==> src/hdl/i2a_pkg.sv <==
// Shared types, constants and the digit-to-ASCII function of the integer formatter.
`timescale 1ns / 1ps

package i2a_pkg;

	// Conversion kinds
	localparam logic [2:0] K_SDEC = 3'd0;
	localparam logic [2:0] K_UDEC = 3'd1;
	localparam logic [2:0] K_LHEX = 3'd2;
	localparam logic [2:0] K_UHEX = 3'd3;
	localparam logic [2:0] K_PTR  = 3'd4;

	// Field widths
	localparam int KIND_W  = 3;
	localparam int VALUE_W = 64;
	localparam int CHAR_W  = 8;
	localparam int COUNT_W = 31;
	localparam logic [COUNT_W-1:0] COUNT_MAX = {COUNT_W{1'b1}};

	// Pointer text length in hex digits
	localparam int POINTER_HEX_DIGITS = 16;

	// Digit shift register: up to sixteen nibbles, left aligned
	localparam int DIG_MAX   = 16;
	localparam int DIG_W     = 4 * DIG_MAX;
	localparam int DIG_CNT_W = $clog2(DIG_MAX + 1);
	localparam int PTR_SHIFT = DIG_W - 4 * POINTER_HEX_DIGITS;
	localparam logic [DIG_CNT_W-1:0] HEX32_DIGITS = DIG_CNT_W'(8);
	localparam logic [DIG_CNT_W-1:0] PTR_DIGITS   = DIG_CNT_W'(POINTER_HEX_DIGITS);

	// Binary to BCD conversion
	localparam int BIN_W      = 32;
	localparam int BCD_DIGITS = 10;
	localparam int BCD_W      = 4 * BCD_DIGITS;
	localparam int BIT_CNT_W  = $clog2(BIN_W);
	localparam logic [DIG_CNT_W-1:0] DEC_DIGITS = DIG_CNT_W'(BCD_DIGITS);

	// Characters
	localparam logic [CHAR_W-1:0] CH_ZERO  = 8'h30;
	localparam logic [CHAR_W-1:0] CH_MINUS = 8'h2D;
	localparam logic [CHAR_W-1:0] CH_X     = 8'h78;
	localparam logic [CHAR_W-1:0] CH_LA    = 8'h61;
	localparam logic [CHAR_W-1:0] CH_UA    = 8'h41;

	// Sequencer states
	typedef enum logic [2:0] {
		S_IDLE,
		S_CONV,
		S_STRIP,
		S_PREFIX,
		S_DIGITS
	} state_t;

	// Digit shift register control and status
	typedef struct packed {
		logic load;
		logic shift;
	} dig_ctl_t;

	typedef struct packed {
		logic [3:0] top;
		logic       one_left;
	} dig_sts_t;

	// Map one digit to its ASCII code
	function automatic logic [CHAR_W-1:0] digit_ascii(input logic [3:0] nib, input logic upper);
		logic [CHAR_W-1:0] base;
		base = upper ? CH_UA : CH_LA;
		if (nib < 4'd10)
			return CH_ZERO + {4'b0000, nib};
		else
			return base + {4'b0000, nib} - 8'd10;
	endfunction

endpackage

==> src/hdl/i2a_dabble.sv <==
// Bit-serial binary to BCD converter (shift and add three, one bit per cycle).
`timescale 1ns / 1ps

module i2a_dabble (
	input  logic                        clk,
	input  logic                        arst_n,
	input  logic                        start,
	input  logic [i2a_pkg::BIN_W-1:0]   bin,
	output logic                        done,
	output logic [i2a_pkg::BCD_W-1:0]   bcd
);

	logic                            busy_q;
	logic                            done_q;
	logic [i2a_pkg::BIT_CNT_W-1:0]   cnt_q;
	logic [i2a_pkg::BIN_W-1:0]       bin_q;
	logic [i2a_pkg::BCD_W-1:0]       bcd_q;
	logic [i2a_pkg::BCD_W-1:0]       adj;

	// Add three to every digit of five or more
	always_comb begin
		for (int i = 0; i < i2a_pkg::BCD_DIGITS; i++) begin
			if (bcd_q[4*i +: 4] >= 4'd5)
				adj[4*i +: 4] = bcd_q[4*i +: 4] + 4'd3;
			else
				adj[4*i +: 4] = bcd_q[4*i +: 4];
		end
	end

	// Sequence control
	always_ff @(posedge clk or negedge arst_n) begin
		if (!arst_n) begin
			busy_q <= 1'b0;
			done_q <= 1'b0;
			cnt_q  <= '0;
		end else begin
			done_q <= 1'b0;
			if (start) begin
				busy_q <= 1'b1;
				cnt_q  <= '0;
			end else if (busy_q) begin
				cnt_q <= cnt_q + 1'b1;
				if (cnt_q == i2a_pkg::BIT_CNT_W'(i2a_pkg::BIN_W - 1)) begin
					busy_q <= 1'b0;
					done_q <= 1'b1;
				end
			end
		end
	end

	// Shift one binary bit into the BCD register per cycle
	always_ff @(posedge clk) begin
		if (start) begin
			bin_q <= bin;
			bcd_q <= '0;
		end else if (busy_q) begin
			bin_q <= {bin_q[i2a_pkg::BIN_W-2:0], 1'b0};
			bcd_q <= {adj[i2a_pkg::BCD_W-2:0], bin_q[i2a_pkg::BIN_W-1]};
		end
	end

	assign done = done_q;
	assign bcd  = bcd_q;

endmodule

==> src/hdl/i2a_digits.sv <==
// Nibble shift register that presents the text digits most significant first.
`timescale 1ns / 1ps

module i2a_digits (
	input  logic                          clk,
	input  logic                          arst_n,
	input  i2a_pkg::dig_ctl_t             ctl,
	input  logic [i2a_pkg::DIG_W-1:0]     load_data,
	input  logic [i2a_pkg::DIG_CNT_W-1:0] load_count,
	output i2a_pkg::dig_sts_t             sts
);

	logic [i2a_pkg::DIG_W-1:0]     sreg_q;
	logic [i2a_pkg::DIG_CNT_W-1:0] ndig_q;

	// Digit count
	always_ff @(posedge clk or negedge arst_n) begin
		if (!arst_n) begin
			ndig_q <= '0;
		end else if (ctl.load) begin
			ndig_q <= load_count;
		end else if (ctl.shift) begin
			ndig_q <= ndig_q - 1'b1;
		end
	end

	// Load left aligned, advance one nibble per shift
	always_ff @(posedge clk) begin
		if (ctl.load)
			sreg_q <= load_data;
		else if (ctl.shift)
			sreg_q <= {sreg_q[i2a_pkg::DIG_W-5:0], 4'h0};
	end

	assign sts.top      = sreg_q[i2a_pkg::DIG_W-1 -: 4];
	assign sts.one_left = (ndig_q == i2a_pkg::DIG_CNT_W'(1));

endmodule

==> src/hdl/integer_to_ascii_formatter.sv <==
// Top level of the integer formatter: sequencer, prefix, output register and count.
//
//   channel  signals                          direction  payload
//   in       in_valid / in_ready              input      kind, value
//   out      out_valid / out_ready            output     character, last, running_count
//
// Hex kinds: accept, then a strip state that tests the top digit and drops each leading
//   zero, then emit the characters; a pointer carries a 0x prefix.
// Decimal kinds: accept, bit-serial BCD conversion and load of the digit register, then
//   the same strip and emit, with a minus sign first for a negative signed value.
// A new request is taken only once the previous item's last character sits in the
//   output register; that register lets the next request start while it waits.
// Output stalls hold the sequencer while it emits; reset clears control state and the count.
`timescale 1ns / 1ps

module integer_to_ascii_formatter (
	input  logic                          clk,
	input  logic                          arst_n,
	input  logic                          in_valid,
	output logic                          in_ready,
	input  logic [i2a_pkg::KIND_W-1:0]    kind,
	input  logic [i2a_pkg::VALUE_W-1:0]   value,
	output logic                          out_valid,
	input  logic                          out_ready,
	output logic [i2a_pkg::CHAR_W-1:0]    character,
	output logic                          last,
	output logic [i2a_pkg::COUNT_W-1:0]   running_count
);

	i2a_pkg::state_t                state_q, state_d;
	logic                           accept;
	logic                           emit_ok;
	logic [i2a_pkg::BIN_W-1:0]      low;
	logic [i2a_pkg::BIN_W-1:0]      mag;
	logic                           dab_start;
	logic                           dab_done;
	logic [i2a_pkg::BCD_W-1:0]      bcd;
	i2a_pkg::dig_ctl_t              dig_ctl;
	i2a_pkg::dig_sts_t              dig_sts;
	logic [i2a_pkg::DIG_W-1:0]      dig_data;
	logic [i2a_pkg::DIG_CNT_W-1:0]  dig_count;
	logic                           out_load;
	logic [i2a_pkg::CHAR_W-1:0]     out_char;
	logic                           out_last;
	logic                           pre_shift;
	logic [2*i2a_pkg::CHAR_W-1:0]   pre_q;
	logic [1:0]                     pre_n_q;
	logic                           upper_q;
	logic                           out_valid_q;
	logic [i2a_pkg::CHAR_W-1:0]     char_q;
	logic                           last_q;
	logic [i2a_pkg::COUNT_W-1:0]    count_q;

	assign in_ready = (state_q == i2a_pkg::S_IDLE);
	assign accept   = in_valid && in_ready;
	assign emit_ok  = !out_valid_q || out_ready;
	assign low      = value[i2a_pkg::BIN_W-1:0];
	assign mag      = (kind == i2a_pkg::K_SDEC && low[i2a_pkg::BIN_W-1]) ?
	                  (i2a_pkg::BIN_W'(0) - low) : low;

	i2a_dabble u_dabble (
		.clk    (clk),
		.arst_n (arst_n),
		.start  (dab_start),
		.bin    (mag),
		.done   (dab_done),
		.bcd    (bcd)
	);

	i2a_digits u_digits (
		.clk        (clk),
		.arst_n     (arst_n),
		.ctl        (dig_ctl),
		.load_data  (dig_data),
		.load_count (dig_count),
		.sts        (dig_sts)
	);

	// Next state
	always_comb begin
		state_d = state_q;
		case (state_q)
			i2a_pkg::S_IDLE: begin
				if (accept) begin
					case (kind)
						i2a_pkg::K_SDEC, i2a_pkg::K_UDEC:                 state_d = i2a_pkg::S_CONV;
						i2a_pkg::K_LHEX, i2a_pkg::K_UHEX, i2a_pkg::K_PTR: state_d = i2a_pkg::S_STRIP;
						default:                                           state_d = i2a_pkg::S_IDLE;
					endcase
				end
			end
			i2a_pkg::S_CONV: begin
				if (dab_done)
					state_d = i2a_pkg::S_STRIP;
			end
			i2a_pkg::S_STRIP: begin
				if (dig_sts.one_left || dig_sts.top != 4'h0)
					state_d = (pre_n_q != 2'd0) ? i2a_pkg::S_PREFIX : i2a_pkg::S_DIGITS;
			end
			i2a_pkg::S_PREFIX: begin
				if (emit_ok && pre_n_q == 2'd1)
					state_d = i2a_pkg::S_DIGITS;
			end
			i2a_pkg::S_DIGITS: begin
				if (emit_ok && dig_sts.one_left)
					state_d = i2a_pkg::S_IDLE;
			end
			default: state_d = i2a_pkg::S_IDLE;
		endcase
	end

	// Datapath control
	always_comb begin
		dab_start     = 1'b0;
		dig_ctl.load  = 1'b0;
		dig_ctl.shift = 1'b0;
		dig_data      = {low, {(i2a_pkg::DIG_W - i2a_pkg::BIN_W){1'b0}}};
		dig_count     = i2a_pkg::HEX32_DIGITS;
		out_load      = 1'b0;
		out_char      = pre_q[2*i2a_pkg::CHAR_W-1 -: i2a_pkg::CHAR_W];
		out_last      = 1'b0;
		pre_shift     = 1'b0;
		case (state_q)
			i2a_pkg::S_IDLE: begin
				if (accept) begin
					case (kind)
						i2a_pkg::K_SDEC, i2a_pkg::K_UDEC: dab_start = 1'b1;
						i2a_pkg::K_LHEX, i2a_pkg::K_UHEX: dig_ctl.load = 1'b1;
						i2a_pkg::K_PTR: begin
							dig_ctl.load = 1'b1;
							dig_data     = value << i2a_pkg::PTR_SHIFT;
							dig_count    = i2a_pkg::PTR_DIGITS;
						end
						default: dig_ctl.load = 1'b0;
					endcase
				end
			end
			i2a_pkg::S_CONV: begin
				dig_data  = {bcd, {(i2a_pkg::DIG_W - i2a_pkg::BCD_W){1'b0}}};
				dig_count = i2a_pkg::DEC_DIGITS;
				if (dab_done)
					dig_ctl.load = 1'b1;
			end
			i2a_pkg::S_STRIP: begin
				if (!dig_sts.one_left && dig_sts.top == 4'h0)
					dig_ctl.shift = 1'b1;
			end
			i2a_pkg::S_PREFIX: begin
				if (emit_ok) begin
					out_load  = 1'b1;
					pre_shift = 1'b1;
				end
			end
			i2a_pkg::S_DIGITS: begin
				out_char = i2a_pkg::digit_ascii(dig_sts.top, upper_q);
				out_last = dig_sts.one_left;
				if (emit_ok) begin
					out_load      = 1'b1;
					dig_ctl.shift = 1'b1;
				end
			end
			default: out_load = 1'b0;
		endcase
	end

	// State, prefix count, output valid and running count
	always_ff @(posedge clk or negedge arst_n) begin
		if (!arst_n) begin
			state_q     <= i2a_pkg::S_IDLE;
			pre_n_q     <= 2'd0;
			out_valid_q <= 1'b0;
			count_q     <= '0;
		end else begin
			state_q <= state_d;
			if (accept) begin
				if (kind == i2a_pkg::K_PTR)
					pre_n_q <= 2'd2;
				else if (kind == i2a_pkg::K_SDEC && low[i2a_pkg::BIN_W-1])
					pre_n_q <= 2'd1;
				else
					pre_n_q <= 2'd0;
			end else if (pre_shift) begin
				pre_n_q <= pre_n_q - 2'd1;
			end
			if (out_load) begin
				out_valid_q <= 1'b1;
				if (count_q != i2a_pkg::COUNT_MAX)
					count_q <= count_q + 1'b1;
			end else if (out_ready) begin
				out_valid_q <= 1'b0;
			end
		end
	end

	// Prefix characters, letter case and output payload
	always_ff @(posedge clk) begin
		if (accept) begin
			upper_q <= (kind == i2a_pkg::K_UHEX);
			if (kind == i2a_pkg::K_PTR)
				pre_q <= {i2a_pkg::CH_ZERO, i2a_pkg::CH_X};
			else
				pre_q <= {i2a_pkg::CH_MINUS, i2a_pkg::CHAR_W'(0)};
		end else if (pre_shift) begin
			pre_q <= {pre_q[i2a_pkg::CHAR_W-1:0], i2a_pkg::CHAR_W'(0)};
		end
		if (out_load) begin
			char_q <= out_char;
			last_q <= out_last;
		end
	end

	assign out_valid     = out_valid_q;
	assign character     = char_q;
	assign last          = last_q;
	assign running_count = count_q;

`ifndef SYNTH
	a_count_monotonic: assert property (@(posedge clk) disable iff (!arst_n)
		count_q >= $past(count_q))
		else $error("running count decreased");

	a_done_in_conv: assert property (@(posedge clk) disable iff (!arst_n)
		dab_done |-> state_q == i2a_pkg::S_CONV)
		else $error("conversion finished outside conversion state");

	a_prefix_pending: assert property (@(posedge clk) disable iff (!arst_n)
		state_q == i2a_pkg::S_PREFIX |-> pre_n_q != 2'd0)
		else $error("prefix state with no prefix left");

	a_load_shift_excl: assert property (@(posedge clk) disable iff (!arst_n)
		!(dig_ctl.load && dig_ctl.shift))
		else $error("digit register loaded and shifted together");
`endif

endmodule
==> config.mk <==
export PLATFORM = sky130hd
export DESIGN_NAME = integer_to_ascii_formatter
export DESIGN_NICKNAME = d
export VERILOG_FILES = /design/src/hdl/i2a_pkg.sv /design/src/hdl/i2a_dabble.sv /design/src/hdl/i2a_digits.sv /design/src/hdl/integer_to_ascii_formatter.sv
export SDC_FILE = /design/constraint.sdc
export NUM_CORES = 1
export LEC_CHECK = 0
export BUFFER_PORTS_ARGS = -buffer_cell sky130_fd_sc_hd__buf_2
export CORE_MARGIN = 8
export CORE_UTILIZATION = 35
export DETAILED_ROUTE_END_ITERATION = 7
export SYNTH_ARGS = -nofsm -noshare
export SYNTH_HDL_FRONTEND = slang
export SYNTH_SLANG_ARGS = --single-unit
==> constraint.sdc <==
create_clock -name clk -period 3.4 [get_ports clk]
set_input_delay 0.34 -clock clk [delete_from_list [all_inputs] [get_ports clk]]
set_output_delay 0.34 -clock clk [all_outputs]
set_load 0.02 [all_outputs]
==> impl_metrics.csv <==
group,metric,value,unit
status,outcome,"complete, but fails checks",
status,violations,"DRC",
grt,grt-ovfl-total,0,
synth,synth-seq-cells,200,
synth,syn_inst,1043,
clocking,postCtsHoldBufs,1,
clocking,cts_root_buf,"clkbuf_16",
grt,grt_max_degree,64,
sta,rsz0062_at_grt,"no",
synth,avgSynthCellArea,10.1,sq um
critical_path,crit_start,"state_q[0]",
place,port_buffers,111,
sta,setup_slack,673,ps
synth,netlist_area,0.0105,sq mm
critical_path,critPathLaunchType,"flip-flop",
die,design.portCount,113,
sta,fin_crit,2730,ps
grt,grt_first_pass_wirelength,44.0,mm
pwr,powerDensity,825,mW/mm^2
critical_path,r2r-start,"state_q[0]",
critical_path,path_cells,"or4b_1, o21a_1, nand2_2, buf_4",
critical_path,critPathCaptureType,"flip-flop",
die,dieHeight,189,microns
die,die_w,189,microns
sta,min_period_over_period,0.802,
die,dieArea,0.0359,sq mm
place,dp_hpwl,20.2,mm
pwr,power.leakage,0.00508,uW
clocking,clock_latency,440,ps
critical_path,crit_buf_inv,1,
clocking,cts_buffers,17,
synth,synth_nets,1144,
synth,ys_async_sr_fraction,0.245,
min_path,min_path_type,"in -> reg",
grt,grt_antenna_before_repair,0,
synth,yosysWarningCount,0,
layout,nNetsFinal,1233,
route,first_pass_iters,8,
clocking,clock_sinks,200,
sta,worstMarginPinSlew,1010,ps
die,initial_utilization,0.355,
route,drt-wirelength-per-cell,18.2,microns
sta,fmax,367,MHz
critical_path,cpMaxStageDelayCell,"or4b_1",
critical_path,critical_path_class,"reg -> reg",
layout,final_layout_size_suffix_gt1_frac,0.156,
clocking,cts_buffer_depth,2,
grt,grt_use_total,0.154,
clocking,post_cts_resize_count,0,
sta,slew_violations,0,
pwr,irDropWorstVdd,0.000384,V
sta,slew-limit-headroom,0.326,
synth,synth-edff-count,111,
route,dr.first_iter.drc_count,828,
clocking,post_cts_buffers,0,
synth,yosysSeqAreaShare,0.509,
place,routabilityCongestion,0.857,
sta,finalHoldViolCount,0,
route,drt-total-wl,27.9,mm
min_path,hold_start,"value[7]",
critical_path,slowest_delay,730,ps
critical_path,crit_family,"simple AND/OR/NAND/NOR gates",
layout,synthToLayoutAreaGrowth,14.8,%
place,dp_slack,699,ps
sta,setup_viol,0,
clocking,htree_levels,4,
critical_path,path_max_fanout,35,
synth,synthFlopType,"edfxtp_1",
die,coreArea,0.0296,sq mm
clocking,path_clk_slew,70,ps
route,ant_nets,0,
synth,synth_cell_type_count,67,
clocking,cts_tree,"built",
die,placementRows,63,
grt,grt_pass1_vias,8097,
critical_path,cp.required,3480,ps
sta,finalSetupTns,0,ps
flow_run,drv_cap,0,
route,viasPerCell,5.46,
critical_path,arrival,2810,ps
route,drc_errors,11,
route,num_vias,8377,
layout,num_antenna_cells,0,
sta,fin_worst_skew,13.2,ps
## per-layer routing
metal	wire [microns]	vias up	track usage
li1	-	4000	-
met3	2190	30	0.0390
met2	13100	323	0.248
met1	12200	4024	0.200
met4	477	0	0.0463
met5	0	-	0
## worst paths after layout
| path | endpoint | slack [ps] | cells after the start |
|---|---|---|---|
| worst max register to register | u_digits.sreg_q[4] | 670 | 4 |
| max in group asynchronous | running_count[26] | 2160 | 3 |
| min in group asynchronous | running_count[15] | 490 | 2 |
| worst min register to register | u_dabble.bcd[39] | 490 | 2 |
| worst min-delay path | u_digits.sreg_q[7] | 280 | 2 |
| worst max-delay path | u_digits.sreg_q[4] | 670 | 4 |
## sequential cells by signal, indices dropped and copies added (netlist names)
signal	cells
u_digits.sreg_q	64
u_dabble.bcd	40
u_dabble.bin_q	32
running_count	31
character	7
pre_q	6
u_dabble.cnt_q	5
u_digits.ndig_q	5
state_q	3
pre_n_q	2
last	1
out_valid	1
u_dabble.busy_q	1
u_dabble.done	1
upper_q	1
## through the flow
| step | util | instance area [sq um] | cells | total power [uW] | hold WS, ps |
|---|---|---|---|---|---|
| floorplan | - | 10500 | 1043 | 7010 | 44.4 |
| detailed placement | 0.388 | 11500 | 1502 | 8050 | 452 |
| CTS | 0.407 | 12100 | 1535 | 10000 | 261 |
| global placement | 0.388 | 11500 | 1502 | 7930 | 459 |
| finish | 0.407 | 12100 | 1535 | 9960 | 280 |
| global route | 0.407 | 12100 | 1535 | 10700 | 268 |
## cell type report
cell class	instances	area [sq um]
clock inverter	7	40.0
clock buffer	25	518
sequential	200	5360
inverter	55	206
timing repair buffer	131	733
fill	2961	17600
multi-input combinational	727	4730
tap	390	488
## cell usage in the layout (no fill, tap or decap), types with 28 or more instances in the layout
master    count
xnor2_1      41
o21ai_0      63
nor3_1       28
ha_1         30
edfxtp_1    111
a21oi_1      76
a222oi_1     38
dfrtp_1      48
dfxtp_1      40
nor2_1      109
inv_1        55
buf_2       111
mux2i_1      38
nand2_1      81
## kinds of logic after synthesis
kind of cell	after synthesis	share of synthesized area
AND/OR/NAND/NOR	343	0.162
other	1	0.000356
buffers and inverters	116	0.0438
XOR/XNOR	68	0.0566
adder cells (fa/ha/maj)	30	0.0357
flip-flops	200	0.509
multiplexers	40	0.0383
AO/OA/AOI/OAI	245	0.154
## synth_stat cells (all sizes together) (38+ instances only)
master | count | area (sq um)
nand2 | 82 | 308
o21ai | 64 | 320
a21oi | 76 | 380
edfxtp | 111 | 3330
dfrtp | 49 | 1230
clkbuf | 40 | 150
a222oi | 38 | 380
xnor2 | 41 | 359
mux2i | 38 | 380
dfxtp | 40 | 801
inv | 55 | 206
nor2 | 110 | 413
## power by group
group,internal (uW),total (uW),switching (uW)
registers,3780,4460,679
clock network,1060,1970,910
logic,1480,3530,2050
No activity file was read; power rests on OpenSTA's default activity.
